--- src/hdl/kclc_pkg.sv ---
// Package for the keypad code lock controller: widths, key and status codes,
// the result record passed between stages and the reset code.
// No dependencies; every other file refers to it by scoped names.
package kclc_pkg;

    localparam int CODE_LENGTH = 3;
    localparam int POS_W       = (CODE_LENGTH > 1) ? $clog2(CODE_LENGTH) : 1;
    localparam int KEY_W       = 4;
    localparam int TRIES_W     = 4;
    localparam int STATUS_W    = 4;

    localparam logic [KEY_W-1:0]   KEY_STAR          = 4'd10;
    localparam logic [KEY_W-1:0]   RESET_FIRST_DIGIT = 4'd2;
    localparam logic [KEY_W-1:0]   RESET_OTHER_DIGIT = 4'd0;
    localparam logic [TRIES_W-1:0] TRIES_RESET       = 4'd3;
    localparam logic [TRIES_W-1:0] MAX_TRIES_RESET   = 4'd3;

    typedef enum logic [STATUS_W-1:0] {
        ST_TAKEN     = 4'd0,
        ST_UNLOCKED  = 4'd1,
        ST_LOCKED    = 4'd2,
        ST_WRONG     = 4'd3,
        ST_ALARM     = 4'd4,
        ST_ENTER_NEW = 4'd5,
        ST_CONFIRM   = 4'd6,
        ST_UPDATED   = 4'd7,
        ST_MISMATCH  = 4'd8
    } status_t;

    typedef struct packed {
        status_t             status;
        logic                relay_on;
        logic [TRIES_W-1:0]  tries_left;
        logic [KEY_W-1:0]    echo_key;
    } result_t;

endpackage

--- src/hdl/kclc_in_stage.sv ---
// Input register of the keypad code lock controller: holds one key and
// releases it when the result register can take the outcome.
// Depends on kclc_pkg.
module kclc_in_stage
(
    input  logic                      clk,
    input  logic                      rst_n,
    input  logic                      in_valid,
    output logic                      in_stall,
    input  logic [kclc_pkg::KEY_W-1:0] key_code,
    input  logic                      down_ready,
    output logic                      fire,
    output logic [kclc_pkg::KEY_W-1:0] key
);

    logic                       valid_reg;
    logic                       valid_next;
    logic [kclc_pkg::KEY_W-1:0] key_reg;
    logic                       load;

    assign in_stall = valid_reg && !down_ready;
    assign load     = in_valid && !in_stall;
    assign fire     = valid_reg && down_ready;
    assign key      = key_reg;

    always_comb
    begin
        if (load)
        begin
            valid_next = 1'b1;
        end
        else if (down_ready)
        begin
            valid_next = 1'b0;
        end
        else
        begin
            valid_next = valid_reg;
        end
    end

    always_ff @(posedge clk or negedge rst_n)
    begin
        if (!rst_n)
        begin
            valid_reg <= 1'b0;
        end
        else
        begin
            valid_reg <= valid_next;
        end
    end

    always_ff @(posedge clk)
    begin
        if (load)
        begin
            key_reg <= key_code;
        end
    end

endmodule

--- src/hdl/kclc_lock_fsm.sv ---
// Lock state machine: entry position, mode, code buffers, stored code,
// try counter and relay; computes the outcome of one key in a single pass.
// Depends on kclc_pkg.
module kclc_lock_fsm
(
    input  logic                          clk,
    input  logic                          rst_n,
    input  logic                          fire,
    input  logic [kclc_pkg::KEY_W-1:0]    key,
    input  logic [kclc_pkg::TRIES_W-1:0]  max_tries,
    output kclc_pkg::result_t             result
);

    typedef enum logic [1:0] {
        MODE_ENTRY   = 2'd0,
        MODE_NEW     = 2'd1,
        MODE_CONFIRM = 2'd2
    } mode_t;

    localparam logic [kclc_pkg::POS_W-1:0] LAST_POS =
        kclc_pkg::POS_W'(kclc_pkg::CODE_LENGTH - 1);

    mode_t                           mode_reg;
    mode_t                           mode_next;
    logic [kclc_pkg::POS_W-1:0]      pos_reg;
    logic [kclc_pkg::POS_W-1:0]      pos_next;
    logic [kclc_pkg::POS_W-1:0]      pos_inc;
    logic                            relay_reg;
    logic                            relay_next;
    logic [kclc_pkg::TRIES_W-1:0]    tries_reg;
    logic [kclc_pkg::TRIES_W-1:0]    tries_next;
    logic [kclc_pkg::KEY_W-1:0]      entry_buffer_reg [kclc_pkg::CODE_LENGTH];
    logic [kclc_pkg::KEY_W-1:0]      new_code_reg     [kclc_pkg::CODE_LENGTH];
    logic [kclc_pkg::KEY_W-1:0]      stored_code_reg  [kclc_pkg::CODE_LENGTH];
    logic [kclc_pkg::KEY_W-1:0]      merged           [kclc_pkg::CODE_LENGTH];
    logic                            last;
    logic                            match_stored;
    logic                            match_new;
    logic                            entry_we;
    logic                            new_we;
    logic                            store_we;
    kclc_pkg::status_t               status;

    assign last    = (pos_reg == LAST_POS);
    assign pos_inc = last ? '0 : pos_reg + 1'b1;

    // Entry as it stands once the current key is in place
    always_comb
    begin
        match_stored = 1'b1;
        match_new    = 1'b1;
        for (int k = 0; k < kclc_pkg::CODE_LENGTH; k++)
        begin
            merged[k] = (pos_reg == kclc_pkg::POS_W'(k)) ? key : entry_buffer_reg[k];
            if (merged[k] != stored_code_reg[k])
            begin
                match_stored = 1'b0;
            end
            if (merged[k] != new_code_reg[k])
            begin
                match_new = 1'b0;
            end
        end
    end

    always_comb
    begin
        mode_next  = mode_reg;
        pos_next   = pos_reg;
        relay_next = relay_reg;
        tries_next = tries_reg;
        status     = kclc_pkg::ST_TAKEN;
        entry_we   = 1'b0;
        new_we     = 1'b0;
        store_we   = 1'b0;
        case (mode_reg)
            MODE_NEW:
            begin
                new_we   = 1'b1;
                pos_next = pos_inc;
                if (last)
                begin
                    mode_next = MODE_CONFIRM;
                    status    = kclc_pkg::ST_CONFIRM;
                end
            end
            MODE_CONFIRM:
            begin
                entry_we = 1'b1;
                pos_next = pos_inc;
                if (last)
                begin
                    if (match_new)
                    begin
                        store_we   = 1'b1;
                        tries_next = max_tries;
                        mode_next  = MODE_ENTRY;
                        status     = kclc_pkg::ST_UPDATED;
                    end
                    else
                    begin
                        mode_next = MODE_NEW;
                        status    = kclc_pkg::ST_MISMATCH;
                    end
                end
            end
            default:
            begin
                mode_next = MODE_ENTRY;
                if (pos_reg == '0 && key == kclc_pkg::KEY_STAR)
                begin
                    mode_next = MODE_NEW;
                    status    = kclc_pkg::ST_ENTER_NEW;
                end
                else
                begin
                    entry_we = 1'b1;
                    pos_next = pos_inc;
                    if (last)
                    begin
                        if (match_stored)
                        begin
                            status     = relay_reg ? kclc_pkg::ST_UNLOCKED
                                                   : kclc_pkg::ST_LOCKED;
                            relay_next = !relay_reg;
                            tries_next = max_tries;
                        end
                        else if (tries_reg <= kclc_pkg::TRIES_W'(1))
                        begin
                            status     = kclc_pkg::ST_ALARM;
                            tries_next = max_tries;
                        end
                        else
                        begin
                            status     = kclc_pkg::ST_WRONG;
                            tries_next = tries_reg - 1'b1;
                        end
                    end
                end
            end
        endcase
    end

    assign result.status     = status;
    assign result.relay_on   = relay_next;
    assign result.tries_left = tries_next;
    assign result.echo_key   = key;

    always_ff @(posedge clk or negedge rst_n)
    begin
        if (!rst_n)
        begin
            mode_reg  <= MODE_ENTRY;
            pos_reg   <= '0;
            relay_reg <= 1'b0;
            tries_reg <= kclc_pkg::TRIES_RESET;
            for (int k = 0; k < kclc_pkg::CODE_LENGTH; k++)
            begin
                stored_code_reg[k] <= (k == 0) ? kclc_pkg::RESET_FIRST_DIGIT
                                               : kclc_pkg::RESET_OTHER_DIGIT;
            end
        end
        else if (fire)
        begin
            mode_reg  <= mode_next;
            pos_reg   <= pos_next;
            relay_reg <= relay_next;
            tries_reg <= tries_next;
            if (store_we)
            begin
                for (int k = 0; k < kclc_pkg::CODE_LENGTH; k++)
                begin
                    stored_code_reg[k] <= new_code_reg[k];
                end
            end
        end
    end

    // Code buffers have no reset; every entry is written before it is compared
    always_ff @(posedge clk)
    begin
        if (fire && entry_we)
        begin
            entry_buffer_reg[pos_reg] <= key;
        end
        if (fire && new_we)
        begin
            new_code_reg[pos_reg] <= key;
        end
    end

endmodule

--- src/hdl/kclc_out_stage.sv ---
// Result register of the keypad code lock controller: holds one result
// transaction until the receiver takes it.
// Depends on kclc_pkg.
module kclc_out_stage
(
    input  logic              clk,
    input  logic              rst_n,
    input  logic              fire,
    input  kclc_pkg::result_t result,
    output logic              up_ready,
    output logic              out_valid,
    input  logic              out_stall,
    output kclc_pkg::result_t out_result
);

    logic              valid_reg;
    kclc_pkg::result_t result_reg;

    assign up_ready   = !valid_reg || !out_stall;
    assign out_valid  = valid_reg;
    assign out_result = result_reg;

    always_ff @(posedge clk or negedge rst_n)
    begin
        if (!rst_n)
        begin
            valid_reg <= 1'b0;
        end
        else if (up_ready)
        begin
            valid_reg <= fire;
        end
    end

    always_ff @(posedge clk)
    begin
        if (fire)
        begin
            result_reg <= result;
        end
    end

endmodule

--- src/hdl/keypad_code_lock_controller_core.sv ---
// Top level of the keypad code lock controller: input register, lock state
// machine, result register and the max_tries configuration register.
// Depends on kclc_pkg, kclc_in_stage, kclc_lock_fsm and kclc_out_stage.
//
// Usage:
//   Input channel (in_valid, in_stall, key_code) carries one decoded key per
//   transaction: 0-9 digits, 10 star, 11 hash. Output channel (out_valid,
//   out_stall, status, relay_on, tries_left, echo_key) returns exactly one
//   result transaction per key, in order.
//   Path: a key accepted into the input register moves on, with its result,
//   into the result register, where the receiver can take it; a stall can
//   hold it in either register.
//   Throughput: one key per cycle while out_stall is low; the whole per-key
//   update is a single pass of logic between the input and result registers.
//   Stall: while the result register holds an untaken result and out_stall
//   is high, the input register holds its key and in_stall rises once it is
//   full; state advances only when a result moves into the result register.
//   Configuration: cfg_valid/cfg_ready/cfg_data write max_tries (ready is
//   always high). Write it only while no key is in flight; the try counter
//   picks it up at its next refill.
//   Reset (rst_n low, asynchronous): both registers empty, code entry mode,
//   position zero, stored code 2-0-0, three tries, relay off, max_tries 3.
module keypad_code_lock_controller_core
(
    input  logic                          clk,
    input  logic                          rst_n,
    input  logic                          in_valid,
    output logic                          in_stall,
    input  logic [kclc_pkg::KEY_W-1:0]    key_code,
    output logic                          out_valid,
    input  logic                          out_stall,
    output logic [kclc_pkg::STATUS_W-1:0] status,
    output logic                          relay_on,
    output logic [kclc_pkg::TRIES_W-1:0]  tries_left,
    output logic [kclc_pkg::KEY_W-1:0]    echo_key,
    input  logic                          cfg_valid,
    output logic                          cfg_ready,
    input  logic [kclc_pkg::TRIES_W-1:0]  cfg_data
);

    logic                          cfg_write;
    logic [kclc_pkg::TRIES_W-1:0]  max_tries_reg;
    logic                          fire;
    logic                          down_ready;
    logic [kclc_pkg::KEY_W-1:0]    key;
    kclc_pkg::result_t             result;
    kclc_pkg::result_t             out_result;

    // Configuration register; always ready. Writes must arrive only when idle; the block does not enforce it
    assign cfg_ready = 1'b1;
    assign cfg_write = cfg_valid && cfg_ready;

    always_ff @(posedge clk or negedge rst_n)
    begin
        if (!rst_n)
        begin
            max_tries_reg <= kclc_pkg::MAX_TRIES_RESET;
        end
        else if (cfg_write)
        begin
            max_tries_reg <= cfg_data;
        end
    end

    // Hold the key until the result register can take its outcome
    kclc_in_stage u_in_stage
    (
        .clk        (clk),
        .rst_n      (rst_n),
        .in_valid   (in_valid),
        .in_stall   (in_stall),
        .key_code   (key_code),
        .down_ready (down_ready),
        .fire       (fire),
        .key        (key)
    );

    // Advance the lock state once per released key
    kclc_lock_fsm u_lock_fsm
    (
        .clk       (clk),
        .rst_n     (rst_n),
        .fire      (fire),
        .key       (key),
        .max_tries (max_tries_reg),
        .result    (result)
    );

    // Hold each result transaction until the receiver takes it
    kclc_out_stage u_out_stage
    (
        .clk        (clk),
        .rst_n      (rst_n),
        .fire       (fire),
        .result     (result),
        .up_ready   (down_ready),
        .out_valid  (out_valid),
        .out_stall  (out_stall),
        .out_result (out_result)
    );

    assign status     = out_result.status;
    assign relay_on   = out_result.relay_on;
    assign tries_left = out_result.tries_left;
    assign echo_key   = out_result.echo_key;

endmodule

--- config.mk ---
export PLATFORM = sky130hd
export DESIGN_NAME = keypad_code_lock_controller_core
export DESIGN_NICKNAME = d
export VERILOG_FILES = /design/src/hdl/kclc_pkg.sv /design/src/hdl/kclc_in_stage.sv /design/src/hdl/kclc_lock_fsm.sv /design/src/hdl/kclc_out_stage.sv /design/src/hdl/keypad_code_lock_controller_core.sv
export SDC_FILE = /design/constraint.sdc
export NUM_CORES = 1
export LEC_CHECK = 0
export BUFFER_PORTS_ARGS = -buffer_cell sky130_fd_sc_hd__buf_2
export CAP_MARGIN = 20
export CORE_MARGIN = 10
export CORE_UTILIZATION = 50
export DETAILED_ROUTE_END_ITERATION = 7
export PLACE_DENSITY_LB_ADDON = 0.08
export SLEW_MARGIN = 40
export SYNTH_ARGS = -nofsm -noshare
export SYNTH_HDL_FRONTEND = slang
export SYNTH_HIERARCHICAL = 1
export SYNTH_SLANG_ARGS = --single-unit
--- constraint.sdc ---
create_clock -name clk -period 3.4 [get_ports clk]
set_input_delay 0.34 -clock clk [delete_from_list [all_inputs] [get_ports clk]]
set_output_delay 0.34 -clock clk [all_outputs]
set_load 0.05 [all_outputs]
; ---- After elaboration in Yosys (flattened, before gate mapping)
; Memory sizes are Yosys's and may differ from the RTL's.
; Cells that the tools add are included.
[classes]
n_eq_ne = 14
n_reduce_logical = 18
add_sub_neg = 2
mux = 49
magnitude_cmp = 1
[op_table]
columns = cell, count
row1 = $mux W4, 14
row2 = $ne A4 B4 Y1, 6
row3 = $mux W1, 23
row4 = $pmux W4 S2, 2
row5 = $mux W2, 6
row6 = $logic_and A1 B1 Y1, 6
row7 = $mux W3, 2
row8 = $logic_not A1 Y1, 5
row9 = $eq A2 B1 Y1 const B, 2
row10 = $eq A2 B2 Y1 const B, 2
row11 = $eq A4 B4 Y1 const B, 1
row12 = $le A4 B1 Y1 const B, 1
row13 = $ne A2 B1 Y1 const B, 2
row14 = $pmux W2 S2, 1
row15 = $reduce_and A2 Y1, 2
row16 = $sub A4 B1 Y4 const B, 1
row17 = $reduce_and A3 Y1, 1
row18 = $add A2 B1 Y2 const B, 1
row19 = $logic_not A2 Y1, 1
row20 = $ne A2 B2 Y1 const B, 1
row21 = $pmux W1 S2, 1
row22 = $reduce_bool A2 Y1, 1
row23 = $reduce_or A2 Y1, 1
row24 = $logic_or A1 B1 Y1, 1
[word_totals]
n_memories = 2
inputBits = 13
ram_bits = 24
reg_bits = 44
[mem_list]
columns = name, depth, word_bits, read_ports, rd_ports_with_merged_regs, wr, line_no
row1 = u_lock_fsm.entry_buffer_reg, 3, 4, 3, 0, 1, kclc_lock_fsm.sv:32  ; logic [kclc_pkg::KEY_W-1:0] entry_buffer_reg [kclc_pkg::CODE_LENGTH];
row2 = u_lock_fsm.new_code_reg, 3, 4, 3, 0, 1, kclc_lock_fsm.sv:33  ; logic [kclc_pkg::KEY_W-1:0] new_code_reg [kclc_pkg::CODE_LENGTH];

; ---- Logic depth before layout (Yosys ltp)
; Gate-level depths: netlist (run 1).
[logic_depth]
word_depth = 10
mapped_depth = 11

; ---- Modules after synthesis
; Netlist (run 1), hierarchy kept.
[modules_own_cells]
columns = module, cells_per_inst, area_each_um2, instances
row1 = kclc_lock_fsm, 301, 3006.6, 1
row2 = kclc_out_stage, 16, 426.7, 1
row3 = kclc_in_stage, 10, 183.9, 1
row4 = keypad_code_lock_controller_core, 10, 158.9, 1

; ---- Worst setup path before layout (run 1)
; No wires, ideal clock.
[synth_timing]
path_kind = register -> register
start = reg u_out_stage.valid_reg, in the netlist u_out_stage/out_valid
end = mem u_lock_fsm/entry_buffer_reg[0][0] (netlist bit) (enable)
arrival_time_ns = 2.360
period_less_slack_ns = 2.689
path_stages_with_launch = 7
path_slack_ns = 0.711
path_cell_list = dfrtp_1 > nand2_1 > and2_1 > clkbuf_1 > clkinv_1 > or3_1 > nor2_1
[synth_between]
elab_chain_len = 6
[synth_rtl]
columns = element, line_no
row1 = "start, declared", kclc_out_stage.sv:16  ; logic valid_reg;
row2 = "start signal, assigned", kclc_out_stage.sv:31  ; valid_reg <= fire;
row3 = $logic_not A1 Y1, kclc_out_stage.sv:19  ; assign up_ready = !valid_reg || !out_stall;
row4 = $logic_or A1 B1 Y1, kclc_out_stage.sv:19
row5 = via down_ready, keypad_code_lock_controller_core.sv:44  ; logic down_ready;
row6 = $logic_and A1 B1 Y1, kclc_in_stage.sv:23  ; assign fire = valid_reg && down_ready;
row7 = via fire, keypad_code_lock_controller_core.sv:43  ; logic fire;
row8 = $logic_and A1 B1 Y1, kclc_lock_fsm.sv:182  ; if (fire && entry_we)
row9 = $mux W1, kclc_lock_fsm.sv:182
row10 = $mux W1 (implied by the code), kclc_lock_fsm.sv:184  ; entry_buffer_reg[pos_reg] <= key;
row11 = "end, declared", kclc_lock_fsm.sv:32
; The timed path passes the listed nets, and every way through them passes these cells.

; ---- Worst setup path after layout (run 1)
[layout_timing]
start = reg u_lock_fsm/pos_reg[0] (netlist bit)
end = reg u_lock_fsm/tries_reg[3] (netlist bit)
[layout_between]
elab_chain_len = 10
elab_cells_between_ends = 25
[layout_rtl]
columns = element, line_no
row1 = "start, declared", kclc_lock_fsm.sv:25  ; logic [kclc_pkg::POS_W-1:0] pos_reg;
row2 = "start signal, assigned", kclc_lock_fsm.sv:166  ; pos_reg <= pos_next;
row3 = $logic_not A2 Y1, "kclc_lock_fsm.sv:54, kclc_lock_fsm.sv:110"
row4 = $mux W4, kclc_lock_fsm.sv:54  ; merged[k] = (pos_reg == kclc_pkg::POS_W'(k)) ? key : entry_buffer_reg[k];
row5 = $ne A4 B4 Y1, kclc_lock_fsm.sv:55  ; if (merged[k] != stored_code_reg[k])
row6 = $mux W1 (3 in a row), kclc_lock_fsm.sv:55
row7 = $mux W4, kclc_lock_fsm.sv:121  ; if (match_stored)
row8 = $mux W4, kclc_lock_fsm.sv:119  ; if (last)
row9 = $mux W4, kclc_lock_fsm.sv:110  ; if (pos_reg == '0 && key == kclc_pkg::KEY_STAR)
row10 = $pmux W4 S2 (*), kclc_lock_fsm.sv:76  ; case (mode_reg)
row11 = "end signal, assigned", kclc_lock_fsm.sv:156  ; tries_reg <= kclc_pkg::TRIES_RESET;
row12 = "end signal, assigned", kclc_lock_fsm.sv:168  ; tries_reg <= tries_next;
row13 = "end, declared", kclc_lock_fsm.sv:30  ; logic [kclc_pkg::TRIES_W-1:0] tries_reg;
; Mark *: on every way between the ends. The rest lies on a longest branch, timed or not.
; A chain may end at the register's enable or synchronous reset.

==> implementation parameters, run 1 <==
Parameter                              Value

Run status
  Result of the run    complete, no violations

Drt
  Antenna-violating nets left    0
  Violation count after the first detailed-route iteration    213
  Vias post-DR    2,717
  Average detailed-routed wire length per instance    18.20 µm
  Routed Wire Length    8461 µm
  First-pass iteration count of the detailed router    4
  Post-DR vias/cell    5.843
  DRC violations left    0

CTS
  Clock Path Buffers    2
  Total of hold buffers inserted after clock tree synthesis    0
  Clock Latency Late Sink    0.35 ns
  TritonCTS clock tree    built
  Clock-pin slew of the registers on the worst-case setup and hold paths    0.08 ns
  Clk sinks    68
  Clock buffers created by TritonCTS    9
  CTS resizes    0
  Number of buffers inserted to repair setup after CTS    0
  H-tree depth reported by CTS    3
  Clock root buffer master    sky130_fd_sc_hd__clkbuf_8

Yosys
  Net count after synthesis    354
  Distinct cell type count of the synthesized netlist    71
  Commonest register cell after synthesis    sky130_fd_sc_hd__edfxtp_1
  Number of flops mapped to enable cells by yosys    41
  Proportion of synthesized flip-flops having asynchronous set or reset    39.71%
  Count of synthesis-stage warnings from yosys    6
  Netlist area before placement    3776 µm²
  Post-synth top area cell    sky130_fd_sc_hd__edfxtp_1
  Flops & latches, synth    68
  Syn Area/Cell    11.21 µm²
  Share of Yosys cell area claimed by the top area cell type    32.60%
  Count leader, synth    sky130_fd_sc_hd__edfxtp_1
  Number of instances in the synthesized netlist    337
  Most frequent cells after synthesis    sky130_fd_sc_hd__edfxtp_1 (41), sky130_fd_sc_hd__nor2_1 (24), sky130_fd_sc_hd__dfrtp_1 (22)
  Cell types occupying the most area after synthesis    sky130_fd_sc_hd__edfxtp_1 (33%), sky130_fd_sc_hd__dfrtp_1 (15%), sky130_fd_sc_hd__dfstp_2 (3.5%)
  Register area share after synthesis    50.66%

Critical path
  Crit path largest cell delay    0.64 ns
  Critical path type    reg -> reg
  Type of destination of the critical path    flip-flop
  Startpoint type of the worst setup path    flip-flop
  Worst path cell trace    nand2b_4 > nand4_1 > a311oi_1 > nand4_1 > nor4_4 > mux2_2 > and4b_1 > a311oi_1
  Data required time of the worst path    3.66 ns
  Slowest cell on the critical path    sky130_fd_sc_hd__dfrtp_1
  Critical-path maximum fanout    23
  Crit path DAT    3.33 ns

STA
  Summed negative setup slack over all endpoints    0 ns
  Final hold violation count    0
  Number of pins exceeding their max-slew limit in the final report    0
  Total of endpoints with negative setup slack in the final report    0
  Relative slew slack    51.73%
  Setup repair after global routing missed its margin    no
  Peak Freq    0.3252 GHz
  Min Clock Period, post-route    3.075 ns
  Worst hold slack    0.04707 ns
  Worst clock skew on the final layout    0.01186 ns
  Transition time of the tightest slew-check pin    0.7240 ns
  Part of the cycle the worst path needs    90.45%

Global routing
  Overflow left after global routing    0
  Maximum number of pins on one net before global-route repair    28
  Via count of the first global-routing pass    2,638
  Global-route total usage across every layer    15.35%
  Global-route wire length before repair    13,900 µm
  Antenna violations before repair    0

Die
  Width of the die    106.9 µm
  Row Count    31
  Ports    29
  Die ar.    11,430 µm²
  Initial core utilization    51.78%
  Standard cell core area    7292 µm²
  Vertical die dimension    106.9 µm

Cells and area
  Flip-flop count of the largest register after layout    13
  Count of inserted antenna diode cells    0
  Syn-to-layout area delta    9.940%
  Util after Layout    56.93%
  Share of final-layout standard cells stronger than drive strength 1    22.13%
  Layout Nets    378

Pwr
  Static power due to leakage    1.675 nW
  Pwr/cell area    735.6 nW/µm²
  Overall power of the completed layout    0.003054 W
  IR drop worst, VDD    0.0004200 V

Flow run
  Max-Cap Viols    0

Placement
  Global placer's final weighted congestion    0.8436
  Total of buffers placed on input and output ports    27
  HPWL reported at the end of detailed placement    5964 µm

Worst hold path
  Kind of path behind the tightest hold check    in -> async
==> kinds of logic after synthesis <==
family / Yosys count / share of synthesized area [%]
other: 1 / 0.09931
XOR/XNOR: 20 / 4.639
AND/OR/NAND/NOR: 106 / 16.10
buffers and inverters: 41 / 5.798
flip-flops: 68 / 50.66
multiplexers: 26 / 7.522
AO/OA/AOI/OAI: 71 / 13.85
adder cells (fa/ha/maj): 4 / 1.325
==> worst max-delay path, delay by kind of cell (launching register included) <==
family / cells / cell delay (ns)
AND/OR/NAND/NOR: 5 / 1.36
flip-flops: 1 / 0.64
multiplexers: 1 / 0.40
AO/OA/AOI/OAI: 2 / 0.59
==> path summary, 6_finish.rpt <==
path | slack, ns | endpoint | cells after the start | from
worst max-delay path | 0.32 | u_lock_fsm/tries_reg[3] | 8 | u_lock_fsm/pos_reg[0]
worst min-delay path | 0.05 | u_lock_fsm/stored_code_reg[5] | 1 | rst_n
worst max register to register | 0.32 | u_lock_fsm/tries_reg[3] | 8 | u_lock_fsm/pos_reg[0]
worst min register to register | 0.51 | u_out_stage/out_valid | 1 | u_out_stage/out_valid
max in group asynchronous | 2.89 | u_lock_fsm/stored_code_reg[7] | 1 | rst_n
min in group clk | 0.16 | u_in_stage/key[1] | 1 | key_code[1]
==> through the flow <==
step	area, µm²	instances	setup slack (ns)
2_1_floorplan	3776	337	0.7108
3_3_place_gp	3951	449	0.4071
3_5_place_dp	3951	449	0.3614
4_1_cts	4151	465	0.3496
5_1_grt	4151	465	0.1861
6_report	4151	465	0.3248
==> layout by cell type (no fill, tap or decap), types with 4 or more instances in the layout <==
cell                       instances
sky130_fd_sc_hd__mux2_2           10
sky130_fd_sc_hd__a21oi_1          17
sky130_fd_sc_hd__o21ai_0          10
sky130_fd_sc_hd__nand2_1          19
sky130_fd_sc_hd__nand2b_1         14
sky130_fd_sc_hd__nor3_1            7
sky130_fd_sc_hd__edfxtp_1         41
sky130_fd_sc_hd__o22ai_1           5
sky130_fd_sc_hd__clkbuf_8          9
sky130_fd_sc_hd__nand3_1           7
sky130_fd_sc_hd__dfstp_2           5
sky130_fd_sc_hd__buf_4             9
sky130_fd_sc_hd__buf_2            27
sky130_fd_sc_hd__xor2_1            9
sky130_fd_sc_hd__nor2b_1           5
sky130_fd_sc_hd__ha_1              4
sky130_fd_sc_hd__mux2i_1           7
sky130_fd_sc_hd__xnor2_1          11
sky130_fd_sc_hd__dfrtp_1          22
sky130_fd_sc_hd__inv_1            17
sky130_fd_sc_hd__or3_1             5
sky130_fd_sc_hd__mux2_1            9
sky130_fd_sc_hd__nand4_1           4
sky130_fd_sc_hd__nor2_1           24
==> metal layers <==
| layer | global-route usage [%] | vias to the layer above | wire (µm) |
|---|---|---|---|
| met3 | 4.251 | 11 | 419 |
| met1 | 19.98 | 1348 | 3955 |
| met2 | 23.92 | 83 | 3939 |
| li1 | - | 1275 | - |
| met4 | 5.513 | 0 | 147 |
| met5 | 0 | - | 0 |
==> where the power goes <==
group / leakage [nW] / internal [W] / switching [W]
Combinational: 0.850 / 0.000436 / 0.000762
Clock: 0.0990 / 0.000319 / 0.000336
Sequential: 0.726 / 0.00105 / 0.000148
Total: 1.68 / 0.00181 / 0.00125
==> final cells by class <==
cell class | instances | area, µm²
inverters | 18 | 67.56
clock buffers | 10 | 148.9
well taps | 99 | 123.9
fillers | 649 | 3141
repair buffers | 36 | 202.7
clock inverters | 6 | 51.30
multi-input cells | 228 | 1644
flip-flops and latches | 68 | 1913
(Power assumes the default switching activity.)
==> run 2, diff against run 1 <==
--- a/config.mk
+++ b/config.mk
@@ -13,2 +13,3 @@
 export PLACE_DENSITY_LB_ADDON = 0.08
+export SKIP_CTS_REPAIR_TIMING = 1
 export SLEW_MARGIN = 40
==> constraint.sdc (replaced) <==
create_clock -name clk -period 3.4 [get_ports clk]
set_input_delay 0.17 -clock clk [delete_from_list [all_inputs] [get_ports clk]]
set_output_delay 0.17 -clock clk [all_outputs]
set_load 0.05 [all_outputs]
==> implementation parameters, run 2 (synthesis gave the netlist of run 1 again) <==
Parameter                              Value

Run status
  Result of the run    complete, no violations

Placement
  Total of buffers placed on input and output ports    27 (unchanged)
  Global placer's final weighted congestion    0.8436 (unchanged)
  Number of cells in the design after placement    449 (unchanged)
  HPWL reported at the end of detailed placement    5964 µm (unchanged)

STA
  Summed negative setup slack over all endpoints    0 ns (unchanged)
  Worst hold slack    0.01930 ns (-0.02777 ns)
  Total of endpoints with negative setup slack in the final report    0 (unchanged)
  Setup repair after global routing missed its margin    no
  Worst clock skew on the final layout    0.01159 ns (-0.0002775 ns)
  Peak Freq    0.3240 GHz (-0.35%)
  Final hold violation count    0 (unchanged)
  Part of the cycle the worst path needs    90.76% (+0.32 points)
  Min Clock Period, post-route    3.086 ns (+0.01080 ns)
  Number of pins exceeding their max-slew limit in the final report    0 (unchanged)
  Relative slew slack    51.69% (about the same)
  Transition time of the tightest slew-check pin    0.7247 ns (+0.0007028 ns)

Flow run
  Max-Cap Viols    0 (unchanged)

Pwr
  Pwr/cell area    727.7 nW/µm² (-1.1%)
  IR drop worst, VDD    0.0004197 V (about the same)
  Static power due to leakage    1.696 nW (+1.2%)

Critical path
  Critical path type    reg -> reg
  Startpoint type of the worst setup path    flip-flop
  Data required time of the worst path    3.66 ns (about the same)
  Critical-path maximum fanout    23 (unchanged)
  Crit path DAT    3.34 ns (about the same)
  Type of destination of the critical path    flip-flop

Cells and area
  Util after Layout    57.62% (+0.69 points)
  Layout Nets    383 (+1.3%)
  Top library cells by usage in the layout, fill and taps aside    sky130_fd_sc_hd__edfxtp_1 (41), sky130_fd_sc_hd__buf_2 (27), sky130_fd_sc_hd__nor2_1 (24)
  Final cell count without fillers    470 (+1.1%)
  Count of inserted antenna diode cells    0 (unchanged)
  Most common cell after layout, fill and taps aside    sky130_fd_sc_hd__edfxtp_1
  Flip-flop count of the largest register after layout    13 (unchanged)
  Syn-to-layout area delta    11.27%
  Share of final-layout standard cells stronger than drive strength 1    21.83% (-0.30 points)

Global routing
  Global-route wire length before repair    13,900 µm (unchanged)
  Overflow left after global routing    0 (unchanged)
  Antenna violations before repair    0 (unchanged)
  Maximum number of pins on one net before global-route repair    28 (unchanged)
  Global-route total usage across every layer    15.35% (unchanged)
  Via count of the first global-routing pass    2,638 (unchanged)

Drt
  Antenna-violating nets left    0 (unchanged)
  Violation count after the first detailed-route iteration    259 (+22%)
  Post-DR vias/cell    5.823 (-0.34%)
  Routed Wire Length    8500 µm (+0.46%)
  Average detailed-routed wire length per instance    18.09 µm (-0.61%)
  First-pass iteration count of the detailed router    5 (+1)
  DRC violations left    0 (unchanged)
  Vias post-DR    2,737 (+0.74%)

CTS
  TritonCTS clock tree    built
  Clock Latency Late Sink    0.35 ns (about the same)
  Clock buffers created by TritonCTS    9 (unchanged)
  H-tree depth reported by CTS    3 (unchanged)
  Clock root buffer master    sky130_fd_sc_hd__clkbuf_8
  Clock Path Buffers    2 (unchanged)
  Clock-pin slew of the registers on the worst-case setup and hold paths    0.08 ns (about the same)
  Clk sinks    68 (unchanged)

Die
  Vertical die dimension    106.9 µm (unchanged)
  Width of the die    106.9 µm (unchanged)
  Die ar.    11,430 µm² (unchanged)
  Ports    29 (unchanged)
  Standard cell core area    7292 µm² (unchanged)
  Row Count    31 (unchanged)
  Initial core utilization    51.78% (unchanged)

Worst hold path
  Kind of path behind the tightest hold check    in -> reg
## run 2: cell count changes in the layout (fill, tap and decap cells not counted), sizes merged
cell,previous run,this run
dlygate4sd3,0,5
## run 2: path summary, 6_finish.rpt
path,startpoint,endpoint,slack [ns],cells past startpoint
worst max-delay path,u_lock_fsm/pos_reg[0],u_lock_fsm/tries_reg[3],0.31,8
worst min-delay path,in_valid,u_in_stage/valid_reg,0.02,2
worst max register to register,u_lock_fsm/pos_reg[0],u_lock_fsm/tries_reg[3],0.31,8
worst min register to register,u_out_stage/out_valid,u_out_stage/out_valid,0.51,1
max in group asynchronous,rst_n,u_lock_fsm/stored_code_reg[7],2.52,2
min in group asynchronous,rst_n,u_lock_fsm/stored_code_reg[5],0.41,2
## run 2: final cells by class
type | count | area (µm²)
clock inverter | 6 | 51.30
inverter | 18 | 67.56
clock buffer | 10 | 148.9
sequential | 68 | 1913
tap | 99 | 123.9
fill | 645 | 3090
multi-input combinational | 228 | 1644
timing repair buffer | 41 | 252.7
## run 2: power breakdown
group / internal (W) / switching [W]
clock: 0.000319 / 0.000336
sequential: 0.00105 / 0.000149
combinational: 0.000440 / 0.000761
total: 0.00181 / 0.00125
## run 2: metrics by stage
| step | area [µm²] | power (W) | setup WS (ns) |
|---|---|---|---|
| 6_report | 4202 | 0.003057 | 0.3140 |
| 5_1_grt | 4202 | 0.003251 | 0.1861 |
| 4_1_cts | 4151 | 0.003056 | 0.3496 |
| 3_3_place_gp | 3951 | 0.002386 | 0.4071 |
| 2_1_floorplan | 3776 | 0.002146 | 0.7108 |
| 3_5_place_dp | 3951 | 0.002398 | 0.3614 |
## run 2: worst max-delay path, stage by stage (launching register included)
cell and delay (ns):
sky130_fd_sc_hd__dfrtp_1 0.64, sky130_fd_sc_hd__nand2b_4 0.40, sky130_fd_sc_hd__nand4_1 0.13, sky130_fd_sc_hd__a311oi_1 0.37, sky130_fd_sc_hd__nand4_1 0.24, sky130_fd_sc_hd__nor4_4 0.39, sky130_fd_sc_hd__mux2_2 0.40, sky130_fd_sc_hd__and4b_1 0.19
sky130_fd_sc_hd__a311oi_1 0.23
## run 2: layer usage
metal | track usage (%) | vias up | share of wire [%]
met4 | 5.513 | 0 | 1.9
met3 | 4.251 | 13 | 5.9
met1 | 19.98 | 1328 | 46
met2 | 23.92 | 111 | 47
li1 | - | 1285 | -
met5 | 0 | - | 0
